### src/rtl/lkv_pkg.sv
`timescale 1ns / 1ps

package lkv_pkg;

   // Cache geometry.
   localparam int MAX_ENTRIES = 16;
   localparam int SLOT_BITS   = (MAX_ENTRIES > 1) ? $clog2(MAX_ENTRIES) : 1;
   localparam int OCC_BITS    = $clog2(MAX_ENTRIES + 1);

   // Field widths of the request, response and capacity register.
   localparam int KEY_W = 32;
   localparam int DATA_W = 32;
   localparam int CAP_BITS = 5;
   localparam logic [CAP_BITS-1:0] CAP_RESET = CAP_BITS'(16);

   // Operation codes.
   localparam logic OP_GET = 1'b0;
   localparam logic OP_SET = 1'b1;

   // Controller states.
   typedef enum logic [2:0] {
      ST_IDLE  = 3'b001,
      ST_MATCH = 3'b010,
      ST_REPLY = 3'b100
   } state_type;

   // Outcome of one lookup in the tag array.
   typedef struct packed {
      logic                 hit;
      logic                 evict;
      logic [SLOT_BITS-1:0] slot;
   } lookup_type;

endpackage

### src/rtl/lru_key_value_cache_core.sv
`timescale 1ns / 1ps

// Fully associative key/value cache with least-recently-used replacement.
// Requests arrive on the req_ channel (opcode, key, write_value) and each
// word gives exactly one response word on the rsp_ channel (found,
// read_value, evicted). A get returns the stored value on a hit and all
// ones on a miss; a set updates or inserts and returns zero, flagging an
// eviction when the cache was full. The csr_ channel writes the capacity
// (0 acts as 1, values above 16 act as 16); write it only while idle.
// Each request is captured into the request registers, compared and
// updated in the match state, which also reads the data memory into its
// registered read port, and answered in the reply state. The next request
// is taken in the same cycle the previous response is loaded into the
// output register. If rsp_stall holds the output, the core finishes at
// most one more request and then raises req_stall.
// Reset (synchronous, active high) empties the cache, sets the capacity
// to 16 and clears all handshake state; no clearing pass is needed.
module lru_key_value_cache_core import lkv_pkg::*; (
   input  logic                     clock,
   input  logic                     reset,
   input  logic                     req_valid,
   output logic                     req_stall,
   input  logic                     req_opcode,
   input  logic signed [KEY_W-1:0]  req_key,
   input  logic signed [DATA_W-1:0] req_write_value,
   output logic                     rsp_valid,
   input  logic                     rsp_stall,
   output logic                     rsp_found,
   output logic signed [DATA_W-1:0] rsp_read_value,
   output logic                     rsp_evicted,
   input  logic                     csr_valid,
   output logic                     csr_ready,
   input  logic [CAP_BITS-1:0]      csr_capacity
);

   state_type state_ff, state_in;
   logic [CAP_BITS-1:0] cap_ff, cap_in;
   logic [CAP_BITS-1:0] eff_cap;

   logic              op_ff, op_in;
   logic [KEY_W-1:0]  key_ff, key_in;
   logic [DATA_W-1:0] wval_ff, wval_in;
   logic              hit_ff, hit_in;
   logic              evict_ff, evict_in;

   logic              rsp_valid_ff, rsp_valid_in;
   logic              rsp_found_ff, rsp_found_in;
   logic [DATA_W-1:0] rsp_data_ff, rsp_data_in;
   logic              rsp_evict_ff, rsp_evict_in;

   logic              accept;
   logic              rsp_free;
   logic              in_match;
   lookup_type        lookup;
   logic [DATA_W-1:0] ram_rd_data;

   // Capacity register and its effective value.
   assign csr_ready = 1'b1;
   assign cap_in = (csr_valid && csr_ready) ? csr_capacity : cap_ff;
   always_comb begin
      if (cap_ff == '0) begin
         eff_cap = CAP_BITS'(1);
      end else if (cap_ff > CAP_BITS'(MAX_ENTRIES)) begin
         eff_cap = CAP_BITS'(MAX_ENTRIES);
      end else begin
         eff_cap = cap_ff;
      end
   end

   // Handshake: a new word enters when idle or when the pending response
   // moves into the output register.
   assign rsp_free  = !rsp_valid_ff || !rsp_stall;
   assign req_stall = !((state_ff == ST_IDLE) || ((state_ff == ST_REPLY) && rsp_free));
   assign accept    = req_valid && !req_stall;
   assign in_match  = (state_ff == ST_MATCH);

   always_comb begin
      state_in = state_ff;
      unique case (state_ff)
         ST_IDLE: begin
            if (accept) state_in = ST_MATCH;
         end
         ST_MATCH: begin
            state_in = ST_REPLY;
         end
         ST_REPLY: begin
            if (rsp_free) state_in = accept ? ST_MATCH : ST_IDLE;
         end
         default: begin
            state_in = ST_IDLE;
         end
      endcase
   end

   // Request word capture and lookup outcome.
   assign op_in    = accept ? req_opcode : op_ff;
   assign key_in   = accept ? req_key : key_ff;
   assign wval_in  = accept ? req_write_value : wval_ff;
   assign hit_in   = in_match ? lookup.hit : hit_ff;
   assign evict_in = in_match ? lookup.evict : evict_ff;

   lkv_tags u_tags (
      .clock   (clock),
      .reset   (reset),
      .upd_en  (in_match),
      .op      (op_ff),
      .key     (key_ff),
      .eff_cap (eff_cap),
      .result  (lookup)
   );

   // Data memory: a set writes its slot, a get reads the hit slot.
   lkv_ram #(
      .WIDTH (DATA_W),
      .DEPTH (MAX_ENTRIES)
   ) u_data (
      .clock   (clock),
      .wr_en   (in_match && (op_ff == OP_SET)),
      .wr_addr (lookup.slot),
      .wr_data (wval_ff),
      .rd_en   (in_match && (op_ff == OP_GET)),
      .rd_addr (lookup.slot),
      .rd_data (ram_rd_data)
   );

   // Output register.
   always_comb begin
      rsp_valid_in = rsp_valid_ff && rsp_stall;
      rsp_found_in = rsp_found_ff;
      rsp_data_in  = rsp_data_ff;
      rsp_evict_in = rsp_evict_ff;
      if ((state_ff == ST_REPLY) && rsp_free) begin
         rsp_valid_in = 1'b1;
         rsp_found_in = hit_ff;
         rsp_evict_in = evict_ff;
         if (op_ff == OP_SET) begin
            rsp_data_in = '0;
         end else if (hit_ff) begin
            rsp_data_in = ram_rd_data;
         end else begin
            rsp_data_in = '1;
         end
      end
   end

   always_ff @(posedge clock) begin
      op_ff        <= op_in;
      key_ff       <= key_in;
      wval_ff      <= wval_in;
      hit_ff       <= hit_in;
      evict_ff     <= evict_in;
      rsp_found_ff <= rsp_found_in;
      rsp_data_ff  <= rsp_data_in;
      rsp_evict_ff <= rsp_evict_in;
      if (reset) begin
         state_ff     <= ST_IDLE;
         cap_ff       <= CAP_RESET;
         rsp_valid_ff <= 1'b0;
      end else begin
         state_ff     <= state_in;
         cap_ff       <= cap_in;
         rsp_valid_ff <= rsp_valid_in;
      end
   end

   assign rsp_valid      = rsp_valid_ff;
   assign rsp_found      = rsp_found_ff;
   assign rsp_read_value = rsp_data_ff;
   assign rsp_evicted    = rsp_evict_ff;

endmodule

### src/rtl/lkv_ram.sv
`timescale 1ns / 1ps

module lkv_ram #(
   parameter int WIDTH = 32,
   parameter int DEPTH = 16,
   localparam int ADDR_BITS = (DEPTH > 1) ? $clog2(DEPTH) : 1
) (
   input  logic                 clock,
   input  logic                 wr_en,
   input  logic [ADDR_BITS-1:0] wr_addr,
   input  logic [WIDTH-1:0]     wr_data,
   input  logic                 rd_en,
   input  logic [ADDR_BITS-1:0] rd_addr,
   output logic [WIDTH-1:0]     rd_data
);

   logic [WIDTH-1:0] mem_ff [DEPTH];
   logic [WIDTH-1:0] rd_data_ff;

   // One write port and one registered read port.
   always_ff @(posedge clock) begin
      if (wr_en) begin
         mem_ff[wr_addr] <= wr_data;
      end
      if (rd_en) begin
         rd_data_ff <= mem_ff[rd_addr];
      end
   end

   assign rd_data = rd_data_ff;

endmodule

### src/rtl/lkv_tags.sv
`timescale 1ns / 1ps

module lkv_tags import lkv_pkg::*; (
   input  logic                clock,
   input  logic                reset,
   input  logic                upd_en,
   input  logic                op,
   input  logic [KEY_W-1:0]    key,
   input  logic [CAP_BITS-1:0] eff_cap,
   output lookup_type          result
);

   // Each slot holds a key, a valid bit and its position in recency order
   // (zero is the most recent). Values live in the data memory by slot.
   logic [KEY_W-1:0]     key_ff  [MAX_ENTRIES];
   logic [KEY_W-1:0]     key_in  [MAX_ENTRIES];
   logic [SLOT_BITS-1:0] rank_ff [MAX_ENTRIES];
   logic [SLOT_BITS-1:0] rank_in [MAX_ENTRIES];
   logic [MAX_ENTRIES-1:0] valid_ff;
   logic [MAX_ENTRIES-1:0] valid_in;
   logic [OCC_BITS-1:0]  occ_ff;
   logic [OCC_BITS-1:0]  occ_in;

   logic [MAX_ENTRIES-1:0] hit_vec;
   logic [MAX_ENTRIES-1:0] keep;
   logic                   hit;
   logic                   evict;
   logic [SLOT_BITS-1:0]   hit_slot;
   logic [SLOT_BITS-1:0]   hit_rank;
   logic [SLOT_BITS-1:0]   free_slot;
   logic [CAP_BITS-1:0]    cap_last;

   // Parallel key compare, and the slots that survive an eviction.
   always_comb begin
      hit_slot  = '0;
      free_slot = '0;
      cap_last  = eff_cap - CAP_BITS'(1);
      for (int p = 0; p < MAX_ENTRIES; p++) begin
         hit_vec[p] = valid_ff[p] && (key_ff[p] == key);
      end
      hit   = |hit_vec;
      evict = (op == OP_SET) && !hit && (CAP_BITS'(occ_ff) >= eff_cap);
      for (int p = MAX_ENTRIES - 1; p >= 0; p--) begin
         if (hit_vec[p]) begin
            hit_slot = SLOT_BITS'(p);
         end
      end
      hit_rank = rank_ff[hit_slot];
      for (int p = 0; p < MAX_ENTRIES; p++) begin
         keep[p] = valid_ff[p] && !(evict && (CAP_BITS'(rank_ff[p]) >= cap_last));
      end
      // The lowest free slot takes a newly inserted key.
      for (int p = MAX_ENTRIES - 1; p >= 0; p--) begin
         if (!keep[p]) begin
            free_slot = SLOT_BITS'(p);
         end
      end
      result.hit   = hit;
      result.evict = evict;
      result.slot  = hit ? hit_slot : free_slot;
   end

   // Recency update: a hit moves its slot to the front, an insert pushes
   // every surviving slot back by one.
   always_comb begin
      key_in   = key_ff;
      rank_in  = rank_ff;
      valid_in = valid_ff;
      occ_in   = occ_ff;
      if (upd_en) begin
         if (hit) begin
            for (int p = 0; p < MAX_ENTRIES; p++) begin
               if (SLOT_BITS'(p) == hit_slot) begin
                  rank_in[p] = '0;
               end else if (valid_ff[p] && (rank_ff[p] < hit_rank)) begin
                  rank_in[p] = rank_ff[p] + SLOT_BITS'(1);
               end
            end
         end else if (op == OP_SET) begin
            for (int p = 0; p < MAX_ENTRIES; p++) begin
               valid_in[p] = keep[p];
               if (keep[p]) begin
                  rank_in[p] = rank_ff[p] + SLOT_BITS'(1);
               end
            end
            valid_in[free_slot] = 1'b1;
            rank_in[free_slot]  = '0;
            key_in[free_slot]   = key;
            occ_in = (evict ? OCC_BITS'(cap_last) : occ_ff) + OCC_BITS'(1);
         end
      end
   end

   always_ff @(posedge clock) begin
      key_ff  <= key_in;
      rank_ff <= rank_in;
      if (reset) begin
         valid_ff <= '0;
         occ_ff   <= '0;
      end else begin
         valid_ff <= valid_in;
         occ_ff   <= occ_in;
      end
   end

endmodule

### config.mk
export PLATFORM = sky130hd
export DESIGN_NAME = lru_key_value_cache_core
export DESIGN_NICKNAME = d
export VERILOG_FILES = /design/src/rtl/lkv_pkg.sv /design/src/rtl/lru_key_value_cache_core.sv /design/src/rtl/lkv_ram.sv /design/src/rtl/lkv_tags.sv
export SDC_FILE = /design/constraint.sdc
export NUM_CORES = 2
export LEC_CHECK = 0
export BUFFER_PORTS_ARGS = -buffer_cell sky130_fd_sc_hd__buf_2
export CAP_MARGIN = 20
export CORE_MARGIN = 2
export CORE_UTILIZATION = 50
export CTS_BUF_LIST = sky130_fd_sc_hd__clkbuf_4 sky130_fd_sc_hd__clkbuf_8
export CTS_CLUSTER_SIZE = 16
export DETAILED_ROUTE_END_ITERATION = 8
export GPL_TIMING_DRIVEN = 0
export PLACE_DENSITY = 0.76
export SETUP_SLACK_MARGIN = 0.4
export SLEW_MARGIN = 20
export SYNTH_ARGS = -nofsm -noshare
export SYNTH_HDL_FRONTEND = slang
export SYNTH_HIERARCHICAL = 1
export SYNTH_SLANG_ARGS = --single-unit
### constraint.sdc
create_clock -name clock -period 16.7 [get_ports clock]
set_input_delay 1.67 -clock clock [delete_from_list [all_inputs] [get_ports clock]]
set_output_delay 1.67 -clock clock [all_outputs]
set_load 0.005 [all_outputs]
**After elaboration in Yosys (flattened, before gate mapping)**

Memories as Yosys holds them, arrays and structs flattened. A register that Yosys moved wholly into a read port is not among the register bits.
Cells that the tools add are included.

- Register bits after elaboration: 707
- RAM bits: 512
- Input bits: 75
- Output and inout port bits: 37
- Logic and storage cells: 431
- Memories kept: 1

Memories:

| memory | depth | bits a word | read ports | clocked after memory_dff | write ports | line | RTL |
|---|---|---|---|---|---|---|---|
| u_data.mem_ff | 16 | 32 | 1 | 1 | 1 | lkv_ram.sv:17 | `logic [WIDTH-1:0] mem_ff [DEPTH];` |

- Add/subtract/negate cells: 18
- Magnitude comparators: 39
- Eq/ne operators: 52
- Mux-type cells: 152
- Bitwise gates (word level): 7
- Reduce and logical (&&, ||, !) cells: 117

Operators with widths:

| cell | number |
|---|---|
| 4-bit two-way mux | 132 |
| 512-bit bitwise mux | 1 |
| 32-bit equality test | 16 |
| 32-bit demux with 4-bit select | 1 |
| 64-bit two-way mux | 2 |
| 4-bit by 5-bit greater-or-equal comparator with 1-bit output | 16 |
| 1-bit logical AND | 73 |
| 4-bit by 1-bit adder with 4-bit output (second input constant) | 16 |
| 64-bit AND | 1 |
| 4-bit < comparator | 16 |
| 32-bit two-way mux | 2 |
| 64-bit NOT | 1 |
| 3-bit AND reduction | 17 |
| 3-bit != test (second input constant) | 16 |
| 4-bit equality test (first input constant) | 8 |
| 1-bit logical NOT | 20 |
| 4-bit binary-select mux with 4-bit select | 1 |
| 4-bit demux with 4-bit select | 1 |
| 3-bit by 4-bit equality test with 1-bit output (first input constant) | 4 |
| 16-bit OR | 1 |
| 16-bit OR reduction | 1 |
| 5-bit two-way mux | 3 |
| 5-bit greater-or-equal comparator (second input constant) | 2 |
| 4-bit NOT with 5-bit output | 2 |
| 24 further kinds | 32 |

**Depth between registers and ports, before layout**

- Depth after elaboration: 34
- Gate-level depth with buffers: 23
- Mapped depth without buffers: 20

**Cells and area by module**

The synthesis kept the hierarchy.

Modules (own cells, without submodules):

| module | times used | cells each | area an instance (sq um) |
|---|---|---|---|
| lkv_tags | 1 | 2,733 | 32,725.1 |
| lkv_ram | 1 | 838 | 20,156.8 |
| lru_key_value_cache_core | 1 | 224 | 3,776.1 |

**Worst setup path after synthesis**

Ideal clock, no wire load.

- Path kind: register -> register
- From: reg cap_ff[1]
- To: mem u_data.mem_ff[0][0] (enable)
- Library setup time: 461 ps
- Data arrival time: 6,512 ps
- Required time: 16,239 ps
- Slack: 9,727 ps
- Cell stages (with the launch flop): 17
- Path buffers: 0
- Cells stage by stage: dfxtp_1 > nor3_1 > nor2_1 > nor2_1 > inv_1 > ha_1 > xnor2_1 > ha_1 > a21o_1 > a21oi_1 > and2_1 > o311ai_0 > a221o_1 > a31oi_1 > or2_2 > o21ai_0 > nor3_1

RTL lines:

| item | line | RTL |
|---|---|---|
| from (decl) | lru_key_value_cache_core.sv:37 | `logic [CAP_BITS-1:0] cap_ff, cap_in;` |
| from (signal assigned) | lru_key_value_cache_core.sv:161 | `cap_ff <= cap_in;` |
| to (decl) | lkv_ram.sv:17 |  |

==> results.ini <==
[place]
hpwl_um = 118000
numPortBuffers = 109
gp_congestion = 1.01
preCtsSetupSlack_ns = 7.48

[cts]
clock_sinks = 1251
post_cts_resized = 0
post-cts-setup-buffer-count = 0
cts_hold_buffers = 0
cts_buffer_depth = 3
clk-insertion-delay-late_ns = 0.90
clkTransAtPathRegs_ns = 0.06
cts_buffers = 184
htreeDepth = 4
cts_tree = done
clock-root-buffer = clkbuf_8

[final_layout]
regArea_mm2 = 0.0373
nFillCells = 8386
final_nets = 4385
drive_above_1_share_pct = 18.0
syn2layout_area_growth_pct = 13.6
layout_commonest_cell = edfxtp_1
mostFrequentLayoutCells = edfxtp_1 (1,221), xor2_1 (318), nand2_1 (189)
multi_input_comb_area_mm2 = 0.0183

[power_and_ir_drop]
p_leak_nw = 21.7
ir_worst_vdd_mv = 0.0811
power_density_mw_per_mm2 = 98.9

[yosys]
postSynthCellCount = 3795
ys_top_cells_by_area = edfxtp_1 (65%), mux4_2 (5.1%), xor2_1 (4.9%), ha_1 (3.0%), xnor2_1 (2.8%)
yosys.cell_types.count = 88
synth_area_mm2 = 0.0567
yosysTopAreaCell = edfxtp_1
async_flop_share_pct = 0
synth_edf_count = 1221
synth.top_cell.area_share_pct = 64.7
syn_avg_cell_area_um2 = 14.9
synth_warnings = 6
synth-seq-cells = 1251
synth_top_flop_cell = edfxtp_1
syn-num-nets = 4005
yosysSeqAreaShare_pct = 65.8

[critical_path]
cp-end-kind = flop
critPathKind = reg2reg
start_kind = flop
required_ns = 17.29
worst-path-max-fanout = 17
arrival_ns = 10.35

[hold_path]
worstHoldPathType = reg2reg

[routing]
num_vias = 37600
drt_iter0_drc = 5549
drt.antenna.violating_nets = 0
wire_per_inst_um = 29.9
first_pass_iters = 9
via_per_inst = 6.46
drc = 1
wl_um = 174000

[timing]
fin_setup_tns_ns = 0
hold_viol = 0
finClkSkew_ns = 0.0485
fin_crit_sh_pct = 58.4
relSlewSlack_pct = 16.1
period_needed_ns = 9.76
worst_slew_pin_slew_ns = 1.26
rsz0062_at_grt = false
drv_slew = 0
fmaxAchievable_mhz = 102
fin_ws_ns = 6.94
setup_violations = 0

[die]
core-area_mm2 = 0.112
placementRows = 123
top_level_ports = 112
start_util_pct = 50.4
dieArea_mm2 = 0.116
die_h_um = 341
die_x_um = 341

[global_routing]
antenna_found_initial = 10
grt_max_degree = 33
grt.overflow.total = 0
grt_pass1_vias = 36200
track_usage_pct = 29.5
grt_pass1_wl_um = 246000

[flow_run]
maxCapViolCount = 0

[outcome]
status = finished with violations
violations = DRC

-- logic make-up after synthesis --
kind of cell,share of synthesized area (%)
XOR/XNOR,7.82
multiplexers,5.60
flip-flops,65.8
AO/OA/AOI/OAI,6.30
adder cells (fa/ha/maj),2.98
buffers and inverters,2.37
AND/OR/NAND/NOR,9.14
other,0.00662
-- worst paths after layout --
kind / startpoint / endpoint / slack, ns / cells after the start
hold reg to reg: evict_ff$_DFFE_PN_ / rsp_evicted$_DFFE_PP_ / 0.45 / 0
setup reg to reg: key_ff[17]$_DFFE_PP_ / u_data/rd_data[5]$_DFFE_PP_ / 6.94 / 21
hold / removal: evict_ff$_DFFE_PN_ / rsp_evicted$_DFFE_PP_ / 0.45 / 0
setup / recovery: key_ff[17]$_DFFE_PP_ / u_data/rd_data[5]$_DFFE_PP_ / 6.94 / 21
-- critical path: stages (launching register included) --
cell	delay [ns]
edfxtp_1	1.19
buf_2	0.62
buf_4	0.39
xor2_1	0.27
nor4_1	0.08
nand3_1	0.08
or3_1	0.42
nand4_1	0.44
nor4b_2	1.04
nand2_1	0.43
clkbuf_1	0.47
o21ai_0	0.49
inv_1	0.17
o31a_1	0.22
nor2_1	0.31
nor2_1	0.09
o31ai_2	0.82
buf_2	0.50
buf_2	0.44
mux4_2	0.56
a22oi_1	0.25
nand2_1	0.13
-- power by group --
part | internal, W | leakage (nW) | switching, W
clock network | 0.00127 | 1.93 | 0.00119
logic | 0.000123 | 8.55 | 0.000245
registers | 0.00347 | 11.3 | 0.0000600
-- layout make-up --
| class | count | area share (%) |
|---|---|---|
| antenna | 5 | 0.0194 |
| tap | 1500 | 2.92 |
| clock inverter | 80 | 0.956 |
| sequential | 1251 | 57.9 |
| clock buffer | 248 | 4.72 |
| inverter | 102 | 0.595 |
| timing repair buffer | 194 | 2.97 |
| buffer | 156 | 1.49 |
| multi-input combinational | 2286 | 28.4 |
-- flip-flops by register name, indices dropped and copies added, names as in the netlist --
signal           flops
u_tags/rank_ff      64
u_tags/valid_ff     16
rsp_valid            1
rsp_found            1
rsp_read_value      32
u_tags/key_ff      512
u_data/rd_data      32
evict_ff             1
op_ff                1
hit_ff               1
state_ff             3
u_data/mem_ff      512
cap_ff               5
rsp_evicted          1
key_ff              32
wval_ff             32
u_tags/occ_ff        5
-- metal layers --
layer  global-route usage, %  share of wire, %  vias up
met3                    8.56                14      586
met5                       0             0.016        -
met2                    44.9                45     3037
met4                    15.2               5.5        4
met1                    38.7                36    18400
li1                        -                 -    15600
-- per-stage QoR --
step	util, %	total power (W)	std cells	hold WS [ns]	area [um2]
3_5_place_dp	53.9	0.00394	5486	0.424	60700
3_3_place_gp	52.5	0.00392	5404	0.419	59100
2_1_floorplan	-	0.00376	3795	0.400	56700
6_report	57.2	0.00637	5822	0.449	64400
4_1_cts	57.2	0.00637	5814	0.450	64300
5_1_grt	57.2	0.00652	5818	0.462	64400
-- cell usage after synthesis, types with 56 or more instances --
cell type and n:
nand4_1 100, nor3_1 63, xnor2_1 184, nor2_1 112
a22oi_1 66, nor4_1 153, ha_1 135, clkbuf_1 56
nand2_1 189, mux4_2 128, a21oi_1 143, nand3_1 78
xor2_1 318, o21ai_0 128, inv_1 102, nand2b_1 66
edfxtp_1 1221, buf_4 61
Note: power is estimated with default switching activity, not from simulation.
